$ cat src/rtl/rth_pkg.sv
package rth_pkg;

	// Fixed-point scale of hue: 60 degrees in 1/64 degree units
	localparam logic [11:0] HUE_SCALE = 12'd3840;
	localparam logic [14:0] HUE_GREEN = 15'd7680;
	localparam logic [14:0] HUE_BLUE  = 15'd15360;
	localparam logic [14:0] HUE_FULL  = 15'd23040;

	// Divider geometry: quotient bits and steps done per pipeline stage
	localparam int HUE_BITS        = 12;
	localparam int SAT_BITS        = 16;
	localparam int STEPS_PER_STAGE = 2;
	localparam int DIV_STAGES      = SAT_BITS / STEPS_PER_STAGE;
	localparam int HUE_STAGES      = HUE_BITS / STEPS_PER_STAGE;

	// Which component is the largest
	typedef enum logic [1:0] {
		SECT_RED,
		SECT_GREEN,
		SECT_BLUE
	} sect_t;

	// Per-item facts carried alongside the dividers
	typedef struct packed {
		logic        gray;
		logic        neg;
		sect_t       sect;
		logic [8:0]  sum;
	} side_t;

	typedef struct packed {
		logic [7:0]          den;
		logic [7:0]          rem;
		logic [HUE_BITS-1:0] low;
		logic [HUE_BITS-1:0] quo;
	} hue_div_t;

	typedef struct packed {
		logic [7:0]          den;
		logic [7:0]          rem;
		logic [SAT_BITS-1:0] low;
		logic [SAT_BITS-1:0] quo;
	} sat_div_t;

	typedef struct packed {
		side_t    side;
		hue_div_t hue;
		sat_div_t sat;
	} div_item_t;

	// One restoring division step of the hue divider
	function automatic hue_div_t hue_step(hue_div_t d);
		hue_div_t   n;
		logic [8:0] t;
		logic       ge;
		t     = {d.rem, d.low[HUE_BITS-1]};
		ge    = (t >= {1'b0, d.den});
		n.den = d.den;
		n.rem = ge ? 8'(t - {1'b0, d.den}) : t[7:0];
		n.low = {d.low[HUE_BITS-2:0], 1'b0};
		n.quo = {d.quo[HUE_BITS-2:0], ge};
		return n;
	endfunction

	// One restoring division step of the saturation divider
	function automatic sat_div_t sat_step(sat_div_t d);
		sat_div_t   n;
		logic [8:0] t;
		logic       ge;
		t     = {d.rem, d.low[SAT_BITS-1]};
		ge    = (t >= {1'b0, d.den});
		n.den = d.den;
		n.rem = ge ? 8'(t - {1'b0, d.den}) : t[7:0];
		n.low = {d.low[SAT_BITS-2:0], 1'b0};
		n.quo = {d.quo[SAT_BITS-2:0], ge};
		return n;
	endfunction

endpackage

$ cat src/rtl/rth_front.sv
module rth_front (
	input  logic                 clk,
	input  logic                 arst_n,
	input  logic                 in_valid,
	output logic                 in_ready,
	input  logic [7:0]           red,
	input  logic [7:0]           green,
	input  logic [7:0]           blue,
	output logic                 out_valid,
	input  logic                 out_ready,
	output rth_pkg::div_item_t   out_item
);

	logic                valid_s1;
	rth_pkg::side_t      side_s1;
	logic [7:0]          absdiff_s1;
	logic [7:0]          delta_s1;
	logic                valid_s2;
	rth_pkg::div_item_t  item_s2;

	logic                rdy_s1;
	logic                rdy_s2;
	rth_pkg::side_t      side_c;
	logic [7:0]          mx_c;
	logic [7:0]          mn_c;
	logic [7:0]          opa_c;
	logic [7:0]          opb_c;
	logic [7:0]          absdiff_c;
	rth_pkg::div_item_t  item_c;
	logic [19:0]         hnum_c;
	logic [8:0]          den_c;

	assign rdy_s2   = !valid_s2 || out_ready;
	assign rdy_s1   = !valid_s1 || rdy_s2;
	assign in_ready = rdy_s1;

	// Find largest and smallest component and the hue difference operands
	always_comb begin
		if (red >= green && red >= blue) begin
			side_c.sect = rth_pkg::SECT_RED;
			mx_c        = red;
			opa_c       = green;
			opb_c       = blue;
		end else if (green >= blue) begin
			side_c.sect = rth_pkg::SECT_GREEN;
			mx_c        = green;
			opa_c       = blue;
			opb_c       = red;
		end else begin
			side_c.sect = rth_pkg::SECT_BLUE;
			mx_c        = blue;
			opa_c       = red;
			opb_c       = green;
		end
		mn_c = (red <= green) ? red : green;
		mn_c = (mn_c <= blue) ? mn_c : blue;
		side_c.neg  = opa_c < opb_c;
		absdiff_c   = side_c.neg ? (opb_c - opa_c) : (opa_c - opb_c);
		side_c.sum  = {1'b0, mx_c} + {1'b0, mn_c};
		side_c.gray = (mx_c == mn_c);
	end

	// Stage 1: extremes and differences
	always_ff @(posedge clk or negedge arst_n) begin
		if (!arst_n) begin
			valid_s1 <= 1'b0;
		end else if (rdy_s1) begin
			valid_s1 <= in_valid;
		end
	end

	always_ff @(posedge clk) begin
		if (in_valid && rdy_s1) begin
			side_s1    <= side_c;
			absdiff_s1 <= absdiff_c;
			delta_s1   <= mx_c - mn_c;
		end
	end

	// Scale the hue numerator and pick the saturation divisor
	always_comb begin
		hnum_c         = 20'(absdiff_s1) * 20'(rth_pkg::HUE_SCALE);
		den_c          = (side_s1.sum <= 9'd255) ? side_s1.sum : (9'd510 - side_s1.sum);
		item_c.side    = side_s1;
		item_c.hue.den = delta_s1;
		item_c.hue.rem = hnum_c[19:12];
		item_c.hue.low = hnum_c[11:0];
		item_c.hue.quo = '0;
		item_c.sat.den = den_c[7:0];
		item_c.sat.rem = {1'b0, delta_s1[7:1]};
		item_c.sat.low = {delta_s1[0], 15'd0};
		item_c.sat.quo = '0;
	end

	// Stage 2: loaded dividers
	always_ff @(posedge clk or negedge arst_n) begin
		if (!arst_n) begin
			valid_s2 <= 1'b0;
		end else if (rdy_s2) begin
			valid_s2 <= valid_s1;
		end
	end

	always_ff @(posedge clk) begin
		if (valid_s1 && rdy_s2) begin
			item_s2 <= item_c;
		end
	end

	assign out_valid = valid_s2;
	assign out_item  = item_s2;

endmodule

$ cat src/rtl/rth_div_stage.sv
module rth_div_stage #(
	parameter int HUE_STEPS = 2,
	parameter int SAT_STEPS = 2
) (
	input  logic                clk,
	input  logic                arst_n,
	input  logic                in_valid,
	output logic                in_ready,
	input  rth_pkg::div_item_t  in_item,
	output logic                out_valid,
	input  logic                out_ready,
	output rth_pkg::div_item_t  out_item
);

	logic                valid_sd;
	rth_pkg::div_item_t  item_sd;
	rth_pkg::div_item_t  nxt_c;

	assign in_ready = !valid_sd || out_ready;

	// Advance both dividers by this stage's share of steps
	always_comb begin
		nxt_c = in_item;
		for (int k = 0; k < HUE_STEPS; k++) begin
			nxt_c.hue = rth_pkg::hue_step(nxt_c.hue);
		end
		for (int k = 0; k < SAT_STEPS; k++) begin
			nxt_c.sat = rth_pkg::sat_step(nxt_c.sat);
		end
	end

	always_ff @(posedge clk or negedge arst_n) begin
		if (!arst_n) begin
			valid_sd <= 1'b0;
		end else if (in_ready) begin
			valid_sd <= in_valid;
		end
	end

	always_ff @(posedge clk) begin
		if (in_valid && in_ready) begin
			item_sd <= nxt_c;
		end
	end

	assign out_valid = valid_sd;
	assign out_item  = item_sd;

`ifndef NO_ASSERTIONS
	// Partial remainders stay below their divisors
	a_sat_rem: assert property (@(posedge clk) disable iff (!arst_n)
		valid_sd && !item_sd.side.gray |-> item_sd.sat.rem < item_sd.sat.den)
		else $error("saturation remainder not below divisor");
	a_hue_rem: assert property (@(posedge clk) disable iff (!arst_n)
		valid_sd && !item_sd.side.gray |-> item_sd.hue.rem < item_sd.hue.den)
		else $error("hue remainder not below divisor");
`endif

endmodule

$ cat src/rtl/rth_back.sv
module rth_back (
	input  logic                clk,
	input  logic                arst_n,
	input  logic                in_valid,
	output logic                in_ready,
	input  rth_pkg::div_item_t  in_item,
	output logic                out_valid,
	input  logic                out_ready,
	output logic [14:0]         hue,
	output logic [15:0]         sat,
	output logic [8:0]          light
);

	logic         valid_s11;
	logic [14:0]  hue_s11;
	logic [15:0]  sat_s11;
	logic [8:0]   light_s11;

	logic [14:0]  base_c;
	logic [14:0]  hue_c;
	logic         inexact_c;

	assign in_ready = !valid_s11 || out_ready;

	// Place the fraction within its sector (gray gives zero); round a negative offset up in magnitude
	always_comb begin
		unique case (in_item.side.sect)
			rth_pkg::SECT_RED:   base_c = in_item.side.neg ? rth_pkg::HUE_FULL : 15'd0;
			rth_pkg::SECT_GREEN: base_c = rth_pkg::HUE_GREEN;
			rth_pkg::SECT_BLUE:  base_c = rth_pkg::HUE_BLUE;
			default:             base_c = 15'd0;
		endcase
		inexact_c = (in_item.hue.rem != 8'd0);
		if (in_item.side.gray) begin
			hue_c = 15'd0;
		end else if (in_item.side.neg) begin
			hue_c = base_c - 15'(in_item.hue.quo) - 15'(inexact_c);
		end else begin
			hue_c = base_c + 15'(in_item.hue.quo);
		end
	end

	// Output register
	always_ff @(posedge clk or negedge arst_n) begin
		if (!arst_n) begin
			valid_s11 <= 1'b0;
		end else if (in_ready) begin
			valid_s11 <= in_valid;
		end
	end

	always_ff @(posedge clk) begin
		if (in_valid && in_ready) begin
			hue_s11   <= hue_c;
			sat_s11   <= in_item.side.gray ? 16'd0 : in_item.sat.quo;
			light_s11 <= in_item.side.sum;
		end
	end

	assign out_valid = valid_s11;
	assign hue       = hue_s11;
	assign sat       = sat_s11;
	assign light     = light_s11;

`ifndef NO_ASSERTIONS
	// Results stay in their legal ranges
	a_hue_range: assert property (@(posedge clk) disable iff (!arst_n)
		valid_s11 |-> hue_s11 < rth_pkg::HUE_FULL)
		else $error("hue out of range");
	a_sat_range: assert property (@(posedge clk) disable iff (!arst_n)
		valid_s11 |-> sat_s11 <= 16'd32768)
		else $error("saturation out of range");
`endif

endmodule

$ cat src/rtl/rgb_to_hsl.sv
// RGB to HSL converter, one pixel item per clock while the output is not stalled.
// Pipeline: 2 front stages, 8 divider stages doing two restoring steps each
// for saturation, 1 output register; the 16-step saturation divide sets depth.
// Throughput: one item per cycle while hsl_ready is high.
// Reset: arst_n asynchronously clears all stage valid bits; data is not reset.
module rgb_to_hsl (
	input  logic         clk,
	input  logic         arst_n,
	input  logic         pix_valid,
	output logic         pix_ready,
	input  logic [7:0]   red,
	input  logic [7:0]   green,
	input  logic [7:0]   blue,
	output logic         hsl_valid,
	input  logic         hsl_ready,
	output logic [14:0]  hue_sixtyfourths,
	output logic [15:0]  saturation_q15,
	output logic [8:0]   lightness_sum
);

	logic                chain_valid [0:rth_pkg::DIV_STAGES];
	logic                chain_ready [0:rth_pkg::DIV_STAGES];
	rth_pkg::div_item_t  chain_item  [0:rth_pkg::DIV_STAGES];

	// Extremes, differences and divider setup
	rth_front u_front (
		.clk       (clk),
		.arst_n    (arst_n),
		.in_valid  (pix_valid),
		.in_ready  (pix_ready),
		.red       (red),
		.green     (green),
		.blue      (blue),
		.out_valid (chain_valid[0]),
		.out_ready (chain_ready[0]),
		.out_item  (chain_item[0])
	);

	// Divider pipeline; hue finishes early and passes through the rest
	for (genvar i = 0; i < rth_pkg::DIV_STAGES; i++) begin : g_div
		localparam int HS = (i < rth_pkg::HUE_STAGES) ? rth_pkg::STEPS_PER_STAGE : 0;
		rth_div_stage #(
			.HUE_STEPS (HS),
			.SAT_STEPS (rth_pkg::STEPS_PER_STAGE)
		) u_stage (
			.clk       (clk),
			.arst_n    (arst_n),
			.in_valid  (chain_valid[i]),
			.in_ready  (chain_ready[i]),
			.in_item   (chain_item[i]),
			.out_valid (chain_valid[i+1]),
			.out_ready (chain_ready[i+1]),
			.out_item  (chain_item[i+1])
		);
	end

	// Hue assembly and output register
	rth_back u_back (
		.clk       (clk),
		.arst_n    (arst_n),
		.in_valid  (chain_valid[rth_pkg::DIV_STAGES]),
		.in_ready  (chain_ready[rth_pkg::DIV_STAGES]),
		.in_item   (chain_item[rth_pkg::DIV_STAGES]),
		.out_valid (hsl_valid),
		.out_ready (hsl_ready),
		.hue       (hue_sixtyfourths),
		.sat       (saturation_q15),
		.light     (lightness_sum)
	);

endmodule
$ cat config.mk
export PLATFORM = sky130hd
export DESIGN_NAME = rgb_to_hsl
export DESIGN_NICKNAME = d
export VERILOG_FILES = /design/src/rtl/rth_pkg.sv /design/src/rtl/rth_front.sv /design/src/rtl/rth_div_stage.sv /design/src/rtl/rth_back.sv /design/src/rtl/rgb_to_hsl.sv
export SDC_FILE = /design/constraint.sdc
export NUM_CORES = 1
export LEC_CHECK = 0
export ABC_AREA = 1
export BUFFER_PORTS_ARGS = -buffer_cell sky130_fd_sc_hd__buf_2
export CORE_MARGIN = 1.5
export CORE_UTILIZATION = 40
export CTS_BUF_LIST = sky130_fd_sc_hd__clkbuf_16
export DETAILED_ROUTE_END_ITERATION = 10
export MAX_ROUTING_LAYER = met4
export PLACE_DENSITY = 0.54
export SYNTH_ARGS = -nofsm -noshare
export SYNTH_HDL_FRONTEND = slang
export SYNTH_SLANG_ARGS = --single-unit
export TNS_END_PERCENT = 20
$ cat constraint.sdc
create_clock -name clk -period 6.94 [get_ports clk]
set_clock_uncertainty 0.05 [all_clocks]
set_input_delay 1.388 -clock clk [delete_from_list [all_inputs] [get_ports clk]]
set_output_delay 1.388 -clock clk [all_outputs]
set_load 0.005 [all_outputs]
## After elaboration in Yosys (flattened, before gate mapping)

Index checks and enable logic that the tools add are counted.

- Add/subtract/negate cells: 35
- Multiply operators: 1
- Magnitude comparators: 35
- Eq/ne operators: 3
- Muxes and demuxes: 41
- Reduce and logical (&&, ||, !) cells: 36

Operators by type and width:

| kind | count |
|---|---|
| $mux 8 | 37 |
| $ge 9x8->1 | 27 |
| $sub 8x8->8 | 30 |
| $pmux 15 s3 | 1 |
| $ge 8x8->1 | 4 |
| $mux 15 | 2 |
| $le 8x8->1 | 2 |
| $add 15x12->15 | 1 |
| $sub 15x1->15 | 1 |
| $sub 15x12->15 | 1 |
| $logic_and 1x1->1 | 12 |
| $mul 8x4->12 const B | 1 |
| $logic_not 1->1 | 11 |
| $logic_or 1x1->1 | 11 |
| $add 8x8->9 | 1 |
| $le 9x8->1 const B | 1 |
| $eq 8x8->1 | 1 |
| $lt 8x8->1 | 1 |
| $reduce_bool 8->1 | 1 |
| $sub 8x8->8 const A | 1 |
| $eq 2x1->1 const B | 1 |
| $eq 2x2->1 const B | 1 |
| $logic_not 2->1 | 1 |
| $mux 2 | 1 |

- Register bits after elaboration: 589
- Input port bits: 28
- Output and inout port bits: 42

## Longest topological paths before layout

- Word-level depth: 13
- Depth in mapped cells: 30

## Hierarchy

From an unflattened synthesis, not the netlist that was laid out.

- Cell total of the unflattened synthesis: 4459
- Area, all modules: 47885.9 µm²

By module, submodules not included:

| module | times used | cells an instance | area an instance (µm²) |
|---|---|---|---|
| rth_div_stage at g_div[2].u_stage ... | 2 | 459 | 5039.8 |
| rth_div_stage at g_div[0].u_stage ... | 2 | 447 | 5022.3 |
| rth_div_stage at g_div[6].u_stage ... | 2 | 289 | 4101.4 |
| rth_front | 1 | 820 | 6755.2 |
| rth_div_stage at g_div[1].u_stage | 1 | 472 | 5114.9 |
| rth_div_stage at g_div[5].u_stage | 1 | 463 | 5049.8 |
| rth_back | 1 | 314 | 2638.8 |

## Worst setup path before layout

Ideal clock, no wire load.

- Path type: input to register
- From: input green[5]
- To: register u_front.side_s1, in the netlist u_front.item_c[96], data pin
- Setup time: 258 ps
- Arrival time: 4892 ps
- Path slack: 1740 ps
- Cell stages on the path: 27
- Buffers on the path: 2
- Cell sequence: inv_1 ha_1 a21oi_1 o21ai_0 nor2_1 nand2_1 nand2_2 nand2_1 and2_1 ha_1 nand2_1 nor2_1 nand3_1 o22ai_2 clkbuf_1 nand2_1 o21ai_0 ha_1 clkbuf_1 a21oi_1 o21ai_1 nand2_1 nand2_1 a21oi_1 nor2_1 o21ai_0 nand2_1

RTL lines:

| element | line | source |
|---|---|---|
| start: declaration | rgb_to_hsl.sv:12 | `input logic [7:0] green,` |
| end signal: assignment | rth_front.sv:74 | `side_s1 <= side_c;` |
| end: declaration | rth_front.sv:15 | `rth_pkg::side_t side_s1;` |

## Final worst setup path

- From: input green[5]
- To: register u_front.delta_s1[6], data pin

- Word-level cells in the longest chain between the ends: 5
- Elaborated cells on any way between the ends: 10

RTL lines:

| element | line | source |
|---|---|---|
| $le 8x8->1 | rth_front.sv:55 | `mn_c = (red <= green) ? red : green;` |
| $mux 8 | rth_front.sv:55 |  |
| $le 8x8->1 | rth_front.sv:56 | `mn_c = (mn_c <= blue) ? mn_c : blue;` |
| $mux 8 | rth_front.sv:56 |  |
| $sub 8x8->8 * | rth_front.sv:76 | `delta_s1 <= mx_c - mn_c;` |
| end signal: assignment | rth_front.sv:76 |  |
| end: declaration | rth_front.sv:17 | `logic [7:0] delta_s1;` |

Mark *: on every way between the ends. The rest lies on a longest branch, timed or not.
A chain may end at the register's enable or synchronous reset.

==> flow_metrics.env <==
export IMPL_global_route_usage_met2_pct=29.0
export IMPL_postCtsHoldBufs=0
export IMPL_h_tree_depth=3
export IMPL_n_antenna_cell=0
export IMPL_r2r_slack_ns=3.10
export IMPL_numPortBuffers=69
export IMPL_drtIter0Drc=1287
export IMPL_syn_avg_cell_area_um2=9.50
export IMPL_fp_dieH_um=300
export IMPL_grt_start_max_net_pins=66
export IMPL_final_cell_mix="nand2_1, edfxtp_1, inv_1"
export IMPL_nets=4207
export IMPL_dp_slack_ns=1.08
export IMPL_postSynth_asyncResetShare_pct=1.94
export IMPL_slew_headroom_pct=29.4
export IMPL_fp_dieArea_mm2=0.0899
export IMPL_final_common_cell="nand2_1"
export IMPL_cts_max_path_buffers=3
export IMPL_synth_seq_area_share_pct=48.1
export IMPL_fp_row_count=108
export IMPL_vias_per_cell=4.83
export IMPL_syn_inst=3712
export IMPL_clk_pin_slew_ns=0.06
export IMPL_cts_resized=0
export IMPL_endpoint_kind="flip-flop"
export IMPL_antenna_found_initial=0
export IMPL_drive_gt1_share_pct=8.91
export IMPL_hold_path_depth=0
export IMPL_cp_data_required_time_ns=7.23
export IMPL_area_growth_pct=11.4
export IMPL_cts_tree="built"
export IMPL_grt_first_pass_wirelength_mm=121
export IMPL_critPathMaxFanout=11
export IMPL_synthFlopType="edfxtp_1"
export IMPL_gp_congestion=0.895
export IMPL_maxCapViolations=0
export IMPL_ys_warn_count=0
export IMPL_hold_violations=0
export IMPL_dr_total_vias=24300
export IMPL_period_needed_ns=5.27
export IMPL_multi_input_area_mm2=0.0164
export IMPL_grt_use_total_pct=16.9
export IMPL_met1_usage_pct=20.9
export IMPL_fmax_ghz=0.190
export IMPL_core_mm2=0.0870
export IMPL_route_antenna_remaining_nets=0
export IMPL_startpoint_type="input pin"
export IMPL_numCtsBuffers=67
export IMPL_grt_ovfl_total=0
export IMPL_insertion_delay_ns=0.61
export IMPL_setup_violations=0
export IMPL_wl_per_cell_um=14.4
export IMPL_top_usage_layer="met2"
export IMPL_syn_nets=4091
export IMPL_worstSetupPathType="input pin to flip-flop"
export IMPL_worstHoldPathType="flip-flop to flip-flop"
export IMPL_first_global_vias=23600
export IMPL_ys_types=58
export IMPL_clock_sinks=566
export IMPL_syn_area_mm2=0.0353
export IMPL_dp_hpwl_mm=56.3
export IMPL_reg2regPathDepth=16
export IMPL_worstPathArrival_ns=5.56
export IMPL_die_w_um=300
export IMPL_io_pin_count=70
export IMPL_max_slew_worst_pin_slew_ns=1.06
export IMPL_cts_setup_buffers=0
export IMPL_setup_slack_ns=1.67
export IMPL_wirelength_mm=72.5
export IMPL_final_setup_tns_ns=0
export IMPL_period_share_pct=75.9
export IMPL_synth_edff_count=555
export IMPL_grt_met3_usage_pct=1.91
export IMPL_slew_viol_final=0
export IMPL_synth_seq_cells=566
export IMPL_outcome="complete, no violations"
export IMPL_rsz0062_at_grt="false"
export IMPL_cts_root_buf="clkbuf_16"
export IMPL_drc=0
export IMPL_num_fill_cells=8294
export IMPL_regArea_mm2=0.0169
export IMPL_drt_pass1_iter_count=7
export IMPL_start_util_pct=40.5
-- critical path: stages --
cell and delay (ns):
buf_2 0.16, inv_1 0.08, ha_1 0.29, a21oi_1 0.20, o21ai_0 0.10, nor2_1 0.13, nand2_1 0.19, nand2_2 0.20
nand2_1 0.09, and2_1 0.15, ha_1 0.28, nand2_1 0.08, nor2_1 0.14, nand3_1 0.10, o22ai_2 0.36, nor2_1 0.07
a21oi_1 0.20, ha_1 0.21, inv_1 0.06, fa_1 0.41, a21oi_1 0.26, nor2_1 0.08, nor2_1 0.08, o21ai_0 0.10
xor2_1 0.15
-- kinds of logic after synthesis --
| group | synth area share, % |
|---|---|
| xor+xnor | 4.10 |
| fa+ha+maj | 13.2 |
| flops | 48.1 |
| buf+inv | 5.43 |
| simple gates | 21.8 |
| compound gates | 7.39 |
| other cells | 0.0106 |
-- path summary, 6_finish.rpt --
kind | start | endpoint
min in group asynchronous | arst_n | g_div[4].u_stage.out_valid$_DFFE_PN0P_
setup reg to reg | u_front.out_item[41]$_DFFE_PP_ | g_div[0].u_stage.out_item[39]$_DFFE_PP_
setup / recovery | green[5] | u_front.delta_s1[6]$_DFFE_PP_
hold reg to reg | g_div[5].u_stage.out_item[10]$_DFFE_PP_ | g_div[6].u_stage.out_item[12]$_DFFE_PP_
hold / removal | g_div[5].u_stage.out_item[10]$_DFFE_PP_ | g_div[6].u_stage.out_item[12]$_DFFE_PP_
max in group asynchronous | arst_n | g_div[2].u_stage.out_valid$_DFFE_PN0P_
-- cells in the mapped netlist (5+ instances only) --
cell	n	share of area [%]
nand2_2	29	0.51
edfxtp_1	555	47
fa_1	35	2.0
a21oi_4	7	0.32
nand3b_1	33	0.70
ha_1	316	11
clkbuf_1	22	0.23
nor2_1	205	2.2
nand2_4	38	1.2
a21o_1	29	0.62
nand4_1	46	0.82
inv_1	448	4.8
o21bai_1	13	0.28
nor2_4	11	0.35
a21oi_2	6	0.15
nand3_1	296	4.2
buf_2	7	0.099
nor3_1	11	0.16
o21ai_0	114	1.6
a21oi_1	228	3.2
o21ai_1	11	0.16
xor2_1	102	2.5
nand2_1	957	10
xnor2_1	63	1.6
o21a_1	5	0.11
a31oi_1	7	0.12
and2_1	10	0.18
o211ai_1	5	0.11
nand3_2	9	0.26
or2_2	18	0.32
inv_2	10	0.11
o221ai_1	6	0.15
dfrtp_1	11	0.78
-- stage by stage --
stage | hold slack (ns) | instance area (um2) | instances | utilization (%)
after floorplan | 0.350 | 35300 | 3712 | -
after global placement | 0.350 | 37000 | 4914 | 42.5
final | 0.343 | 39300 | 5037 | 45.1
after global routing | 0.352 | 39300 | 5037 | 45.1
after CTS | 0.339 | 39300 | 5037 | 45.1
after detailed placement | 0.355 | 37000 | 4914 | 42.5
-- flip-flops by register name, indices dropped and copies added, names as in the netlist --
name and cells:
g_div.u_stage.out_item 448, u_front.out_item 39, u_back.sat 16, u_back.hue 15, u_front.item_c 13, u_back.light 9, g_div.u_stage.out_valid 8, u_front.absdiff_s1 8
u_front.delta_s1 7, u_back.out_valid 1, u_front.out_valid 1, u_front.valid_s1 1
-- layer usage --
metal | wire length, um | vias up | share of wire [%]
li1 | - | 12800 | -
met1 | 33400 | 11100 | 46
met2 | 35600 | 308 | 49
met3 | 1900 | 97 | 2.6
met4 | 1560 | 0 | 2.1
met5 | 0 | - | 0
-- final cells by class --
cell class,count,share of cell area [%]
clock buffers,68,4.33
clock inverters,55,1.45
inverters,461,4.41
multi-input cells,2649,41.9
flip-flops and latches,566,43.1
well taps,1155,3.68
repair buffers,83,1.15
Power is left out: the tool's default activity adds up to more than one toggle a clock period on the data nets, which glitch-free logic cannot reach.
